<file path="src/sv/assert_macros.svh">
// Assertion macros shared by the RTL of the ordered list block.
// Needs no package; clock, reset and expressions are passed in by the user.
`ifndef ASSERT_MACROS_SVH
`define ASSERT_MACROS_SVH

// Expression holds at every clock edge outside reset
`define ASSERT_ALWAYS(label, clk, rst, expr, msg) \
  label: assert property (@(posedge clk) disable iff (rst) (expr)) else $error(msg);

// Consequent holds in the same cycle as the antecedent
`define ASSERT_IMPLIES(label, clk, rst, ante, cons, msg) \
  label: assert property (@(posedge clk) disable iff (rst) (ante) |-> (cons)) else $error(msg);

// Consequent holds in the cycle after the antecedent
`define ASSERT_NEXT(label, clk, rst, ante, cons, msg) \
  label: assert property (@(posedge clk) disable iff (rst) (ante) |=> (cons)) else $error(msg);

`endif

</file>
<file path="src/sv/olar_pkg.sv">
// Package for the ordered list block: sizes, opcodes, status codes and the
// item and internal structs. No dependencies.
`default_nettype none

package olar_pkg;

  localparam int CAPACITY = 16;
  localparam int DATA_W   = 32;
  localparam int IDX_W    = (CAPACITY > 1) ? $clog2(CAPACITY) : 1;
  localparam int CNT_W    = $clog2(CAPACITY + 1);
  localparam int ECNT_W   = 5;

  localparam logic [CNT_W-1:0] CAP_CNT = CNT_W'(CAPACITY);

  typedef logic signed [DATA_W-1:0] data_t;

  // Opcodes
  localparam logic [1:0] OP_APPEND = 2'd0;
  localparam logic [1:0] OP_REMOVE = 2'd1;
  localparam logic [1:0] OP_LIST   = 2'd2;

  // Status codes
  localparam logic [1:0] STS_OK       = 2'd0;
  localparam logic [1:0] STS_NOTFOUND = 2'd1;
  localparam logic [1:0] STS_EMPTY    = 2'd2;
  localparam logic [1:0] STS_FULL     = 2'd3;

  typedef struct packed {
    logic [1:0] opcode;
    data_t      value;
  } in_item_t;

  typedef struct packed {
    logic [1:0]        status;
    data_t             entry_value;
    data_t             first_value;
    data_t             last_value;
    logic [ECNT_W-1:0] entry_count;
    logic              last_of_run;
  } out_item_t;

  // Request to the entry memory
  typedef struct packed {
    logic             we;
    logic [IDX_W-1:0] waddr;
    data_t            wdata;
    logic             re;
    logic [IDX_W-1:0] raddr;
  } ram_req_t;

  // Result offered by the sequencer to the output register
  typedef struct packed {
    logic      valid;
    out_item_t item;
  } emit_t;

  // Sequencer status
  typedef struct packed {
    logic             busy;
    logic [CNT_W-1:0] count;
  } seq_stat_t;

  // Occupancy to the count field, masked or extended to its width
  function automatic logic [ECNT_W-1:0] count_field(input logic [CNT_W-1:0] cnt);
    logic [CNT_W+ECNT_W-1:0] w;
    w = {{ECNT_W{1'b0}}, cnt};
    return w[ECNT_W-1:0];
  endfunction

endpackage

`default_nettype wire

</file>
<file path="src/sv/olar_if.sv">
// Valid/ready channel interfaces for the request and result sides.
// Depends on olar_pkg.
`default_nettype none

interface olar_in_if;
  import olar_pkg::*;
  logic     valid;
  logic     ready;
  in_item_t item;
  modport source(output valid, output item, input ready);
  modport sink(input valid, input item, output ready);
endinterface

interface olar_out_if;
  import olar_pkg::*;
  logic      valid;
  logic      ready;
  out_item_t item;
  modport source(output valid, output item, input ready);
  modport sink(input valid, input item, output ready);
endinterface

`default_nettype wire

</file>
<file path="src/sv/olar_ram.sv">
// Generic single-write, single-read synchronous RAM, registered read data
// that holds while no read is issued. No dependencies.
`default_nettype none

module olar_ram #(
  parameter int DEPTH  = 16,
  parameter int WIDTH  = 32,
  parameter int ADDR_W = $clog2(DEPTH)
) (
  input  logic              clk,
  input  logic              we,
  input  logic [ADDR_W-1:0] waddr,
  input  logic [WIDTH-1:0]  wdata,
  input  logic              re,
  input  logic [ADDR_W-1:0] raddr,
  output logic [WIDTH-1:0]  rdata
);

  logic [WIDTH-1:0] mem [DEPTH];

  // Write port
  always_ff @(posedge clk) begin
    if (we) begin
      mem[waddr] <= wdata;
    end
  end

  // Read port, registered read data
  always_ff @(posedge clk) begin
    if (re) begin
      rdata <= mem[raddr];
    end
  end

endmodule

`default_nettype wire

</file>
<file path="src/sv/olar_seq.sv">
// Sequencer of the ordered list: decodes requests, walks the entry memory
// for search, shift and listing, and keeps count, head and tail.
// Depends on olar_pkg and olar_if.
`default_nettype none

module olar_seq (
  input  logic                  clk,
  input  logic                  rst,
  olar_in_if.sink               req,
  input  olar_pkg::data_t       rdata,
  input  logic                  slot_free,
  output olar_pkg::ram_req_t    ram_req,
  output olar_pkg::emit_t       emit,
  output olar_pkg::seq_stat_t   stat
);
  import olar_pkg::*;

  localparam logic [2:0] S_IDLE   = 3'd0;
  localparam logic [2:0] S_SEARCH = 3'd1;
  localparam logic [2:0] S_SHIFT  = 3'd2;
  localparam logic [2:0] S_LIST   = 3'd3;
  localparam logic [2:0] S_RESULT = 3'd4;

  logic [2:0]       state, state_next;
  logic [CNT_W-1:0] occ, occ_next;
  logic [CNT_W-1:0] idx, idx_next;
  data_t            head, head_next;
  data_t            tail, tail_next;
  data_t            prev, prev_next;
  data_t            key, key_next;
  logic [1:0]       res_status, res_status_next;

  logic [CNT_W-1:0] occ_m1, idx_p1, idx_p2;

  assign occ_m1 = occ - CNT_W'(1);
  assign idx_p1 = idx + CNT_W'(1);
  assign idx_p2 = idx + CNT_W'(2);

  assign req.ready  = (state == S_IDLE);
  assign stat.busy  = (state != S_IDLE);
  assign stat.count = occ;

  // Control registers
  always_ff @(posedge clk) begin
    if (rst) begin
      state <= S_IDLE;
      occ   <= '0;
    end else begin
      state <= state_next;
      occ   <= occ_next;
    end
  end

  // Working registers
  always_ff @(posedge clk) begin
    idx        <= idx_next;
    head       <= head_next;
    tail       <= tail_next;
    prev       <= prev_next;
    key        <= key_next;
    res_status <= res_status_next;
  end

  // Next state, memory requests and offered result
  always_comb begin
    state_next      = state;
    occ_next        = occ;
    idx_next        = idx;
    head_next       = head;
    tail_next       = tail;
    prev_next       = prev;
    key_next        = key;
    res_status_next = res_status;
    ram_req         = '0;

    emit.valid                   = 1'b0;
    emit.item.status             = res_status;
    emit.item.entry_value        = '0;
    emit.item.first_value        = (occ == '0) ? '0 : head;
    emit.item.last_value         = (occ == '0) ? '0 : tail;
    emit.item.entry_count        = count_field(occ);
    emit.item.last_of_run        = 1'b1;

    case (state)
      S_IDLE: begin
        if (req.valid) begin
          key_next = req.item.value;
          idx_next = '0;
          case (req.item.opcode)
            OP_APPEND: begin
              if (occ == CAP_CNT) begin
                res_status_next = STS_FULL;
              end else begin
                ram_req.we      = 1'b1;
                ram_req.waddr   = occ[IDX_W-1:0];
                ram_req.wdata   = req.item.value;
                if (occ == '0) begin
                  head_next = req.item.value;
                end
                tail_next       = req.item.value;
                occ_next        = occ + CNT_W'(1);
                res_status_next = STS_OK;
              end
              state_next = S_RESULT;
            end
            OP_REMOVE, OP_LIST: begin
              if (occ == '0) begin
                res_status_next = STS_EMPTY;
                state_next      = S_RESULT;
              end else begin
                ram_req.re    = 1'b1;
                ram_req.raddr = '0;
                state_next    = (req.item.opcode == OP_LIST) ? S_LIST : S_SEARCH;
              end
            end
            default: begin
              res_status_next = STS_OK;
              state_next      = S_RESULT;
            end
          endcase
        end
      end

      // One entry compared per cycle
      S_SEARCH: begin
        if (rdata == key) begin
          if (idx == occ_m1) begin
            // match at the tail: no shift, previous entry becomes tail
            occ_next        = occ_m1;
            tail_next       = prev;
            res_status_next = STS_OK;
            state_next      = S_RESULT;
          end else begin
            ram_req.re    = 1'b1;
            ram_req.raddr = idx_p1[IDX_W-1:0];
            state_next    = S_SHIFT;
          end
        end else if (idx == occ_m1) begin
          res_status_next = STS_NOTFOUND;
          state_next      = S_RESULT;
        end else begin
          prev_next     = rdata;
          idx_next      = idx_p1;
          ram_req.re    = 1'b1;
          ram_req.raddr = idx_p1[IDX_W-1:0];
        end
      end

      // rdata holds entry idx+1, written back one place lower
      S_SHIFT: begin
        ram_req.we    = 1'b1;
        ram_req.waddr = idx[IDX_W-1:0];
        ram_req.wdata = rdata;
        if (idx == '0) begin
          head_next = rdata;
        end
        if (idx_p1 == occ_m1) begin
          occ_next        = occ_m1;
          res_status_next = STS_OK;
          state_next      = S_RESULT;
        end else begin
          idx_next      = idx_p1;
          ram_req.re    = 1'b1;
          ram_req.raddr = idx_p2[IDX_W-1:0];
        end
      end

      // One entry offered per cycle while the output slot is free, next read issued on transfer
      S_LIST: begin
        emit.valid            = 1'b1;
        emit.item.status      = STS_OK;
        emit.item.entry_value = rdata;
        emit.item.last_of_run = (idx == occ_m1);
        if (slot_free) begin
          if (idx == occ_m1) begin
            state_next = S_IDLE;
          end else begin
            idx_next      = idx_p1;
            ram_req.re    = 1'b1;
            ram_req.raddr = idx_p1[IDX_W-1:0];
          end
        end
      end

      S_RESULT: begin
        emit.valid = 1'b1;
        if (slot_free) begin
          state_next = S_IDLE;
        end
      end

      default: begin
        state_next = S_IDLE;
      end
    endcase
  end

endmodule

`default_nettype wire

</file>
<file path="src/sv/ordered_list_append_remove_top.sv">
// Ordered list of up to CAPACITY signed 32-bit values in insertion order,
// held in a one-port-write, one-port-read synchronous RAM. One request is
// worked on at a time; the request side is ready again as soon as the last
// result has moved into the output register. Append, an unknown opcode, and
// any request on an empty list go straight to the result state. Remove reads
// the entries in order up to the match (or up to the last entry when absent),
// then shifts each later entry down one place; RAM read data is registered
// and the compare/shift loop handles one entry per cycle. A list request
// reads the first entry, then gives one result per cycle, slowed only by
// back-pressure on the result side. No clearing pass is needed after reset:
// entries at or beyond the count are never read.
// Depends on olar_pkg, olar_if, olar_ram, olar_seq and assert_macros.svh.
`default_nettype none

`include "assert_macros.svh"

module ordered_list_append_remove_top (
  input  logic       clk,
  input  logic       rst,
  olar_in_if.sink    req,
  olar_out_if.source rsp
);
  import olar_pkg::*;

  ram_req_t  ram_req;
  emit_t     emit;
  seq_stat_t stat;
  data_t     rdata;
  logic      slot_free;
  logic      out_valid;
  out_item_t out_item;
  logic      req_xfer;
  logic      mid_run;

  olar_ram #(
    .DEPTH  (CAPACITY),
    .WIDTH  (DATA_W),
    .ADDR_W (IDX_W)
  ) u_ram (
    .clk   (clk),
    .we    (ram_req.we),
    .waddr (ram_req.waddr),
    .wdata (ram_req.wdata),
    .re    (ram_req.re),
    .raddr (ram_req.raddr),
    .rdata (rdata)
  );

  olar_seq u_seq (
    .clk       (clk),
    .rst       (rst),
    .req       (req),
    .rdata     (rdata),
    .slot_free (slot_free),
    .ram_req   (ram_req),
    .emit      (emit),
    .stat      (stat)
  );

  // Output register: free when empty or being taken this cycle
  assign slot_free = !out_valid || rsp.ready;

  always_ff @(posedge clk) begin
    if (rst) begin
      out_valid <= 1'b0;
    end else if (slot_free) begin
      out_valid <= emit.valid;
    end
  end

  always_ff @(posedge clk) begin
    if (slot_free && emit.valid) begin
      out_item <= emit.item;
    end
  end

  assign rsp.valid = out_valid;
  assign rsp.item  = out_item;

  // Checks
  assign req_xfer = req.valid && req.ready;
  assign mid_run  = rsp.valid && !rsp.item.last_of_run;

  `ASSERT_ALWAYS(a_count_bound, clk, rst, stat.count <= CAP_CNT, "count above capacity")
  `ASSERT_NEXT(a_busy_after_transfer, clk, rst, req_xfer, stat.busy, "idle after transfer")
  `ASSERT_IMPLIES(a_mid_run_ok, clk, rst, mid_run, rsp.item.status == STS_OK, "bad mid-run status")

endmodule

`default_nettype wire
</file>
<file path="src/flat_wrapper.sv">
// flat-port wrapper written by rule: the top's interface ports become plain ports
module ordered_list_append_remove_top_flat import olar_pkg::*;
  (clk, rst, req_valid, req_item, req_ready, rsp_valid, rsp_item, rsp_ready);
  olar_in_if req_i ();
  olar_out_if rsp_i ();
  input  logic clk;
  input  logic rst;
  input wire logic [$bits(req_i.valid)-1:0] req_valid;
  input wire logic [$bits(req_i.item)-1:0] req_item;
  output wire logic [$bits(req_i.ready)-1:0] req_ready;
  output wire logic [$bits(rsp_i.valid)-1:0] rsp_valid;
  output wire logic [$bits(rsp_i.item)-1:0] rsp_item;
  input wire logic [$bits(rsp_i.ready)-1:0] rsp_ready;
  assign req_i.valid = req_valid;
  assign req_i.item = req_item;
  assign req_ready = req_i.ready;
  assign rsp_valid = rsp_i.valid;
  assign rsp_item = rsp_i.item;
  assign rsp_i.ready = rsp_ready;
  ordered_list_append_remove_top u_core (.clk(clk), .rst(rst), .req(req_i), .rsp(rsp_i));
endmodule
</file>
<file path="config.mk">
export PLATFORM = sky130hd
export DESIGN_NAME = ordered_list_append_remove_top_flat
export DESIGN_NICKNAME = d
export VERILOG_FILES = /design/src/sv/olar_pkg.sv /design/src/sv/olar_if.sv /design/src/sv/olar_ram.sv /design/src/sv/olar_seq.sv /design/src/sv/ordered_list_append_remove_top.sv /design/src/flat_wrapper.sv
export VERILOG_INCLUDE_DIRS = /design/src /design/src/sv
export SDC_FILE = /design/constraint.sdc
export NUM_CORES = 1
export LEC_CHECK = 0
export BUFFER_PORTS_ARGS = -buffer_cell sky130_fd_sc_hd__buf_2
export CAP_MARGIN = 20
export CORE_AREA = 2 2 254 256
export CTS_CLUSTER_SIZE = 16
export DETAILED_ROUTE_END_ITERATION = 6
export DIE_AREA = 0 0 256 258
export PLACE_DENSITY = 0.79
export SLEW_MARGIN = 20
export SYNTH_ARGS = -nofsm -noshare
export SYNTH_HDL_FRONTEND = slang
export SYNTH_SLANG_ARGS = --single-unit
</file>
<file path="constraint.sdc">
create_clock -name clk -period 6.75 [get_ports clk]
set_input_delay 1.35 -clock clk [delete_from_list [all_inputs] [get_ports clk]]
set_output_delay 1.35 -clock clk [all_outputs]
set_load 0.1 [all_outputs]
</file>
# == Word level (Yosys, flattened, before mapping) ==
# Memories as Yosys holds them, arrays and structs flattened. A register that Yosys moved wholly into a read port is not among the register bits.
# Index checks and enable logic that the tools add are counted.
# word_totals
reg_bits,248
ram_bits,512
in_bits,38
wordCells,127
n_memories,1
# memory_table
name,depth,width,read_ports,rd_clocked_by_memory_dff,wr,line,rtl
u_core.u_ram.mem,16,32,1,1,1,olar_ram.sv:19,logic [WIDTH-1:0] mem [DEPTH];
# classes
n_addsub,4
n_eq_ne,25
n_mux,59
n_bitwise,2
reduce_logical,21
# op_table
cell,count
$mux W32,10
$pmux W32 S2,2
$mux W5,16
$mux W37,2
$pmux W37 S2,1
$mux W42,1
$pmux W5 S4,2
$eq A32 B32 Y1,1
$mux W3,10
$ne A2 B2 Y1 const B,9
$reduce_and A6 Y1,3
$mux W2,8
$pmux W3 S5,1
$pmux W5 S3,1
$add A5 B1 Y5 const B,2
$eq A5 B5 Y1,2
$logic_not A5 Y1,2
$reduce_and A5 Y1,2
$ne A2 B1 Y1 const B,4
$reduce_and A7 Y1,1
$eq A3 B2 Y1 const B,2
$ne A3 B3 Y1 const B,2
$pmux W2 S3,1
$eq A5 B5 Y1 const B,1
other kinds (20),25

# == Longest topological paths before layout ==
# Gate-level depths: netlist of run 1.
# logic_depth
depth_word,7
mapped_depth,15
ltp_nobuf,11

# == Hierarchy ==
# Synthesis of run 1 repeated with hierarchy kept, for this count alone.
# hier_totals
hier_cells,1674
hier_area_um2,30704.4
# modules_own_cells
module,n_inst,cells_each,area_each_um2
olar_ram,1,838,20155.6
olar_seq,1,727,7370.8
ordered_list_append_remove_top,1,109,3178.0

# == Worst setup path after synthesis of run 1 ==
# Ideal clock, no wire load.
# synth_timing
path_kind,input port to flip-flop
start,input port rsp_ready
end,"register u_core.out_item, in the netlist u_core.rsp.item[0], enable pin"
setup_ps,568
t_arrival_ps,5894
slack_ps,288
stages,3
cell_sequence,nor2b_1 clkbuf_1 nor2_1
# synth_via
elab_chain_len,2
# synth_rtl
item,line,rtl
start: declaration,flat_wrapper.sv:13,input wire logic [$bits(rsp_i.ready)-1:0] rsp_ready;
$logic_or A1 B1 Y1,ordered_list_append_remove_top.sv:61,assign slot_free = !out_valid || rsp.ready;
$logic_and A1 B1 Y1,ordered_list_append_remove_top.sv:72,if (slot_free && emit.valid) begin
end signal: assignment,ordered_list_append_remove_top.sv:73,out_item <= emit.item;
end: declaration,ordered_list_append_remove_top.sv:31,out_item_t out_item;
# No other way between the ends.
# A chain may end at the register's enable or synchronous reset.

# == Final worst setup path of run 1 ==
# layout_timing
start,register u_core.u_seq.occ[0]
end,"register u_core.u_ram.rdata[14], read port of u_core.u_ram.mem, data pin"
# layout_via
elab_chain_len,5
# layout_rtl
item,line,rtl
start: declaration,olar_seq.sv:25,"logic [CNT_W-1:0] occ, occ_next;"
start signal: assignment,olar_seq.sv:50,occ <= occ_next;
$sub A5 B1 Y5 / $logic_not A5 Y1 (equally long branches),"olar_seq.sv:35, olar_seq.sv:107",
$eq A5 B5 Y1 / $mux W5 (equally long branches),-,
$mux W5 (on tied branches),-,
$mux W5 / $mux W42 (equally long branches),"olar_seq.sv:174, olar_seq.sv:86",
$pmux W5 S4 *,olar_seq.sv:84,case (state)
end: declaration,olar_ram.sv:16,output logic [WIDTH-1:0] rdata
# Every way passes the cells marked *; elsewhere a longest branch is shown, timed or not.

==> results_dict.tcl, run 1 <==
set metrics [dict create \
    outcome "finished, final reports clean" \
    core-area_mm2 0.0636 \
    postCtsSetupBuffers 0 \
    nets 2290 \
    ys_ff_latch 792 \
    fin_skew_ps 26.4 \
    crit_path_start_kind "flip-flop" \
    mostFrequentLayoutCells "edfxtp_1 (783), nand2_1 (466), buf_2 (143)" \
    synth_nets 2152 \
    period_minus_slack_ps 4950 \
    drt_pre_antenna_iters 6 \
    synth-seq-area-share 0.757 \
    period_share 0.734 \
    cts_tree "done" \
    maxCapViolCount 0 \
    synth_ff_type "edfxtp_1" \
    drc 0 \
    die_h_um 258 \
    postRouteAntennaNets 0 \
    cp.required_ps 7220 \
    clkSlewWorstSetupHoldPaths_ps 60 \
    grt_usage 0.213 \
    routabilityCongestion 0.851 \
    portBuffers 143 \
    clkSinkCount 792 \
    crit_arrival_ps 5420 \
    antenna_found_initial 2 \
    cts.path.max_buffers 3 \
    ir_worst_vdd_v 0.000368 \
    syn_avg_cell_area_um2 14.9 \
    drt_iter0_drc 2307 \
    relSlewSlack 0.308 \
    setup_tns_ps 0 \
    critical_path_buf_inv_count 3 \
    drive_gt1_frac 0.154 \
    p_per_area_mw_per_mm2 456 \
    rows 93 \
    fp.dieW_um 256 \
    finalMaxSlewViolations 0 \
    overflow 0 \
    final_common_cell "edfxtp_1" \
    cp_top_family "buffers and inverters" \
    tightest_slew_ps 1030 \
    synth_cells 2106 \
    cpMostUsedCell "buf_4" \
    h-tree-depth 3 \
    area_growth_pct 12.7 \
    setup_viol 0 \
    fmax_ghz 0.202 \
    crit_chain "inv_1 -> ha_1 -> nor3b_4 -> xnor3_1 -> nand4_2 -> and3_1 -> a22oi_2 -> buf_4 -> buf_4 -> nand2_1 -> a22oi_1 -> a32o_1 -> a311o_1" \
    initial_core_util 0.492 \
    yosys_warnings 0 \
    finalHoldViolCount 0 \
    synthArstFlopShare 0 \
    hold_buffers 0 \
    dp_hpwl_um 42500 \
    io-pin-count 144 \
    routedWlPerCell_um 22.6 \
    cts_root_buf "clkbuf_16" \
    wl_um 71300 \
    cts-buffers-inserted 73 \
    crit_type "flip-flop to flip-flop" \
    slowest_stage "buf_4" \
    critical_path.max_fanout 84 \
    ys_types 58 \
    routed-via-count 18275 \
    synth-edff-count 783 \
    drt-vias-per-instance 5.80 \
    cpPeakStageDelay_ps 850 \
    netlist_area_mm2 0.0313 \
    grt_max_degree 193 \
    clock_latency_ps 610 \
    die-area_mm2 0.0660 \
    rsz0062_at_grt "false" \
    grt_pass1_wl_um 107000 \
    worst_hold_slack_ps 515 \
    p_leak_nw 12.7 \
    ctsResizeCount 0 \
    holdCritPathClass "flip-flop to flip-flop" \
    endpoint_kind "flip-flop" \
    grt_pass1_vias 17649 \
]
[state kept, by name, indices dropped and copies added (netlist names)]
| name | cells |
|---|---|
| u_core.rsp.valid | 1 |
| u_core.u_ram.rdata | 32 |
| u_core.u_seq.key | 32 |
| u_core.rsp.item | 104 |
| u_core.u_seq.state | 3 |
| u_core.u_seq.head | 32 |
| u_core.u_seq.tail | 32 |
| u_core.u_ram.mem | 512 |
| u_core.u_seq.idx | 5 |
| u_core.u_seq.res_status | 2 |
| u_core.u_seq.prev | 32 |
| u_core.u_seq.occ | 5 |
[through the flow]
stage / std cells / setup slack, ps / power (mW) / cell area (um2) / utilization
finish: 3151 / 1800 / 16.1 / 35300 / 0.555
detailed placement: 3024 / 1750 / 12.3 / 33100 / 0.520
floorplan: 2106 / 288 / 10.9 / 31300 / -
global route: 3151 / 1640 / 16.7 / 35300 / 0.555
global placement: 3023 / 1910 / 12.1 / 33100 / 0.519
CTS: 3149 / 1920 / 16.1 / 35300 / 0.554
[path summary, 6_finish.rpt]
| kind | cells after the start | endpoint | start | slack [ps] |
|---|---|---|---|---|
| max reg2reg | 13 | u_core.u_ram.rdata[14] | u_core.u_seq.occ[0] | 1800 |
| min reg2reg | 1 | u_core.rsp.item[15] | u_core.u_seq.tail[9] | 520 |
| max | 13 | u_core.u_ram.rdata[14] | u_core.u_seq.occ[0] | 1800 |
| min | 1 | u_core.rsp.item[15] | u_core.u_seq.tail[9] | 520 |
[metal layers]
metal,track usage,vias to the layer above,routed length [um],part of all wire
li1,-,8104,-,-
met1,0.283,8977,27200,0.38
met2,0.355,1046,35400,0.50
met3,0.0344,148,6730,0.094
met4,0.0841,0,2020,0.028
met5,0,-,0,0
[cell families after synthesis]
| family | synth area share |
|---|---|
| muxes | 0.0426 |
| buffers and inverters | 0.0196 |
| and+or+nand+nor | 0.106 |
| adders and majority gates | 0.00320 |
| xor gates and xnor gates | 0.0161 |
| AOI/OAI and AO/OA | 0.0559 |
| DFF | 0.757 |
[cell type report]
cell class	count	area (um2)
Clock inverter	38	277
Inverter	12	45.0
Fill cell	4779	28400
Timing Repair Buffer	185	1080
Clock buffer	87	1930
Tap cell	855	1070
Sequential cell	792	23700
Multi-Input combinational cell	1180	7200
Antenna cell	2	5.00
[where the power goes]
part	internal [mW]	switching, mW
sequential	6.58	0.443
combinational	1.31	3.89
clock	2.16	1.72
[synthesized netlist by cell type, drive strengths merged (2+ instances only)]
cell type | number | share of area
a211o | 2 | 0.00056
a21boi | 2 | 0.00048
a21oi | 71 | 0.011
a22o | 5 | 0.0014
a22oi | 36 | 0.0088
a311o | 32 | 0.010
a31oi | 3 | 0.00060
a32o | 34 | 0.011
and2 | 99 | 0.020
and3 | 5 | 0.0010
buf | 58 | 0.010
clkbuf | 64 | 0.0077
dfxtp | 9 | 0.0058
edfxtp | 783 | 0.75
ha | 8 | 0.0032
inv | 12 | 0.0014
mux2 | 33 | 0.012
mux2i | 96 | 0.031
nand2 | 467 | 0.056
nand3 | 106 | 0.017
nand4 | 11 | 0.0024
nor2 | 42 | 0.0050
nor2b | 5 | 0.0010
nor3 | 8 | 0.0018
nor3b | 2 | 0.00084
nor4 | 2 | 0.00040
o21ai | 10 | 0.0016
o22a | 3 | 0.00084
o22ai | 32 | 0.0064
or2 | 2 | 0.00040
xnor2 | 42 | 0.012
xnor3 | 3 | 0.0022
xor2 | 7 | 0.0020
(Power assumes the default switching activity.)
==> inputs of run 2 (changes only) <==
clock period = 4.3 ns   (was 6.75 ns; I/O delays follow)
==> results_dict.tcl, run 2 (synthesized netlist as in run 1, its figures left out) <==
set metrics [dict create \
    worst_hold_slack_ps 484 \
    portBuffers 143 \
    largest-register "u_core.u_ram.mem" \
    regArea_mm2 0.0237 \
    fp.dieW_um 256 \
    fillers 4728 \
    setup_viol 0 \
    p_leak_nw 12.9 \
    finalMaxSlewViolations 0 \
    postRouteAntennaNets 0 \
    drt-vias-per-instance 5.89 \
    routedWlPerCell_um 23.5 \
    cts-buffers-inserted 72 \
    grt_max_degree 92 \
    setup_tns_ps 0 \
    p_clk_frac 0.240 \
    largest_register_ffs 512 \
    crit_chain "inv_1 -> ha_1 -> nor3b_4 -> xnor3_1 -> nand4_2 -> and3_1 -> a22o_4 -> buf_12 -> mux2i_1 -> a22oi_1 -> a32o_1 -> a311o_1" \
    fin_skew_ps 16.8 \
    cp.required_ps 4650 \
    critical_path.max_fanout 60 \
    die_h_um 258 \
    placed_area_mm2 0.0335 \
    tightest_slew_ps 1040 \
    cts.path.max_buffers 3 \
    routed-via-count 18720 \
    drt_iter0_drc 2414 \
    dp_hpwl_um 45500 \
    p_int_mw 16.0 \
    endpoint_kind "flip-flop" \
    area_growth_pct 14.0 \
    grt_usage 0.222 \
    rsz0062_at_grt "false" \
    mostFrequentLayoutCells "edfxtp_1 (783), nand2_1 (467), buf_2 (143)" \
    clock_latency_ps 610 \
    fin_cells 3178 \
    io-pin-count 144 \
    critical_path_buf_inv_count 2 \
    period_share 0.889 \
    crit_arrival_ps 4180 \
    ctsResizeCount 0 \
    initial_core_util 0.492 \
    antenna_found_initial 2 \
    drive_gt1_frac 0.162 \
    postCtsSetupBuffers 0 \
    maxCapViolCount 0 \
    drc 1 \
    power_mw 25.6 \
    core-area_mm2 0.0636 \
    clkSinkCount 792 \
    grt_pass1_vias 18512 \
    p_per_area_mw_per_mm2 718 \
    cts_root_buf "clkbuf_16" \
    die-area_mm2 0.0660 \
    rows 93 \
    grt_pass1_wl_um 111000 \
    fmax_ghz 0.262 \
    period_minus_slack_ps 3820 \
    nets 2315 \
    final_area_mm2 0.0357 \
    multi_input_area_mm2 0.00719 \
    p_seq_frac 0.430 \
    dpl.cell_count 3050 \
    holdCritPathClass "primary input to flip-flop" \
    ir_worst_vdd_v 0.000455 \
    final_common_cell "edfxtp_1" \
    crit_type "flip-flop to flip-flop" \
    relSlewSlack 0.305 \
    cp_top_family "compound AO/OA/AOI/OAI gates" \
    h-tree-depth 3 \
    pwr-share-comb 0.330 \
    finalHoldViolCount 0 \
    cts_tree "done" \
    drt_pre_antenna_iters 7 \
    cpPeakStageDelay_ps 440 \
    slowest_stage "a22o_4" \
    routabilityCongestion 0.934 \
    overflow 0 \
    switching_share 0.375 \
    failed_checks "DRC" \
    clkSlewWorstSetupHoldPaths_ps 60 \
    wl_um 74600 \
    p_sw_mw 9.62 \
    crit_path_start_kind "flip-flop" \
    outcome "finished with violations" \
    hold_buffers 0 \
]
==> run 2: cell types whose count changed in the layout (fill, tap and decap cells not counted), sizes merged <==
cell	previous run	this run
buf	185	211
bufinv	3	5
clkinv	27	28
clkinvlp	5	2
diode	2	3
==> run 2: path summary, 6_finish.rpt <==
| path | cells after the start | slack (ps) | endpoint | from |
|---|---|---|---|---|
| max | 12 | 480 | u_core.u_ram.rdata[5] | u_core.u_seq.occ[1] |
| min | 1 | 480 | u_core.u_seq.key[3] | req_item[3] |
| max reg2reg | 12 | 480 | u_core.u_ram.rdata[5] | u_core.u_seq.occ[1] |
| min reg2reg | 1 | 510 | u_core.rsp.item[7] | u_core.u_seq.tail[1] |
==> run 2: layer usage <==
layer,global-route usage,part of all wire,vias up
met4,0.0929,0.035,0
met3,0.0316,0.094,174
met2,0.380,0.50,1165
met5,0,0,-
li1,-,-,8164
met1,0.287,0.37,9217
==> run 2: final cells by class <==
cell class	instances	share of cell area
inverter	12	0.00126
clock inverter	38	0.00866
clock buffer	87	0.0538
sequential	792	0.664
tap	855	0.0300
antenna	3	0.000210
multi-input combinational	1180	0.202
timing repair buffer	211	0.0410
==> run 2: stage by stage <==
| step | setup slack (ps) | utilization |
|---|---|---|
| 6_report | 477 | 0.561 |
| 4_1_cts | 513 | 0.561 |
| 3_5_place_dp | 545 | 0.526 |
| 3_3_place_gp | 685 | 0.526 |
| 5_1_grt | 312 | 0.561 |
| 2_1_floorplan | -351 | - |
==> run 2: worst register-to-register path: cells and delay by family (launching register included) <==
family | cells | cell delay (ps)
multiplexers | 1 | 320
buffers and inverters | 2 | 440
XOR/XNOR | 1 | 290
AND/OR/NAND/NOR | 3 | 770
AO/OA/AOI/OAI | 4 | 1160
flip-flops | 1 | 410
adder cells (fa/ha/maj) | 1 | 180
==> run 2: power groups by stage <==
stage / logic (mW) / registers [mW] / clock network [mW]
global route: 8.90 / 11.1 / 6.50
finish: 8.45 / 11.0 / 6.16
detailed placement: 8.33 / 11.2 / 0
floorplan: 4.11 / 13.0 / 0
global placement: 8.11 / 11.1 / 0
CTS: 8.40 / 11.0 / 6.21
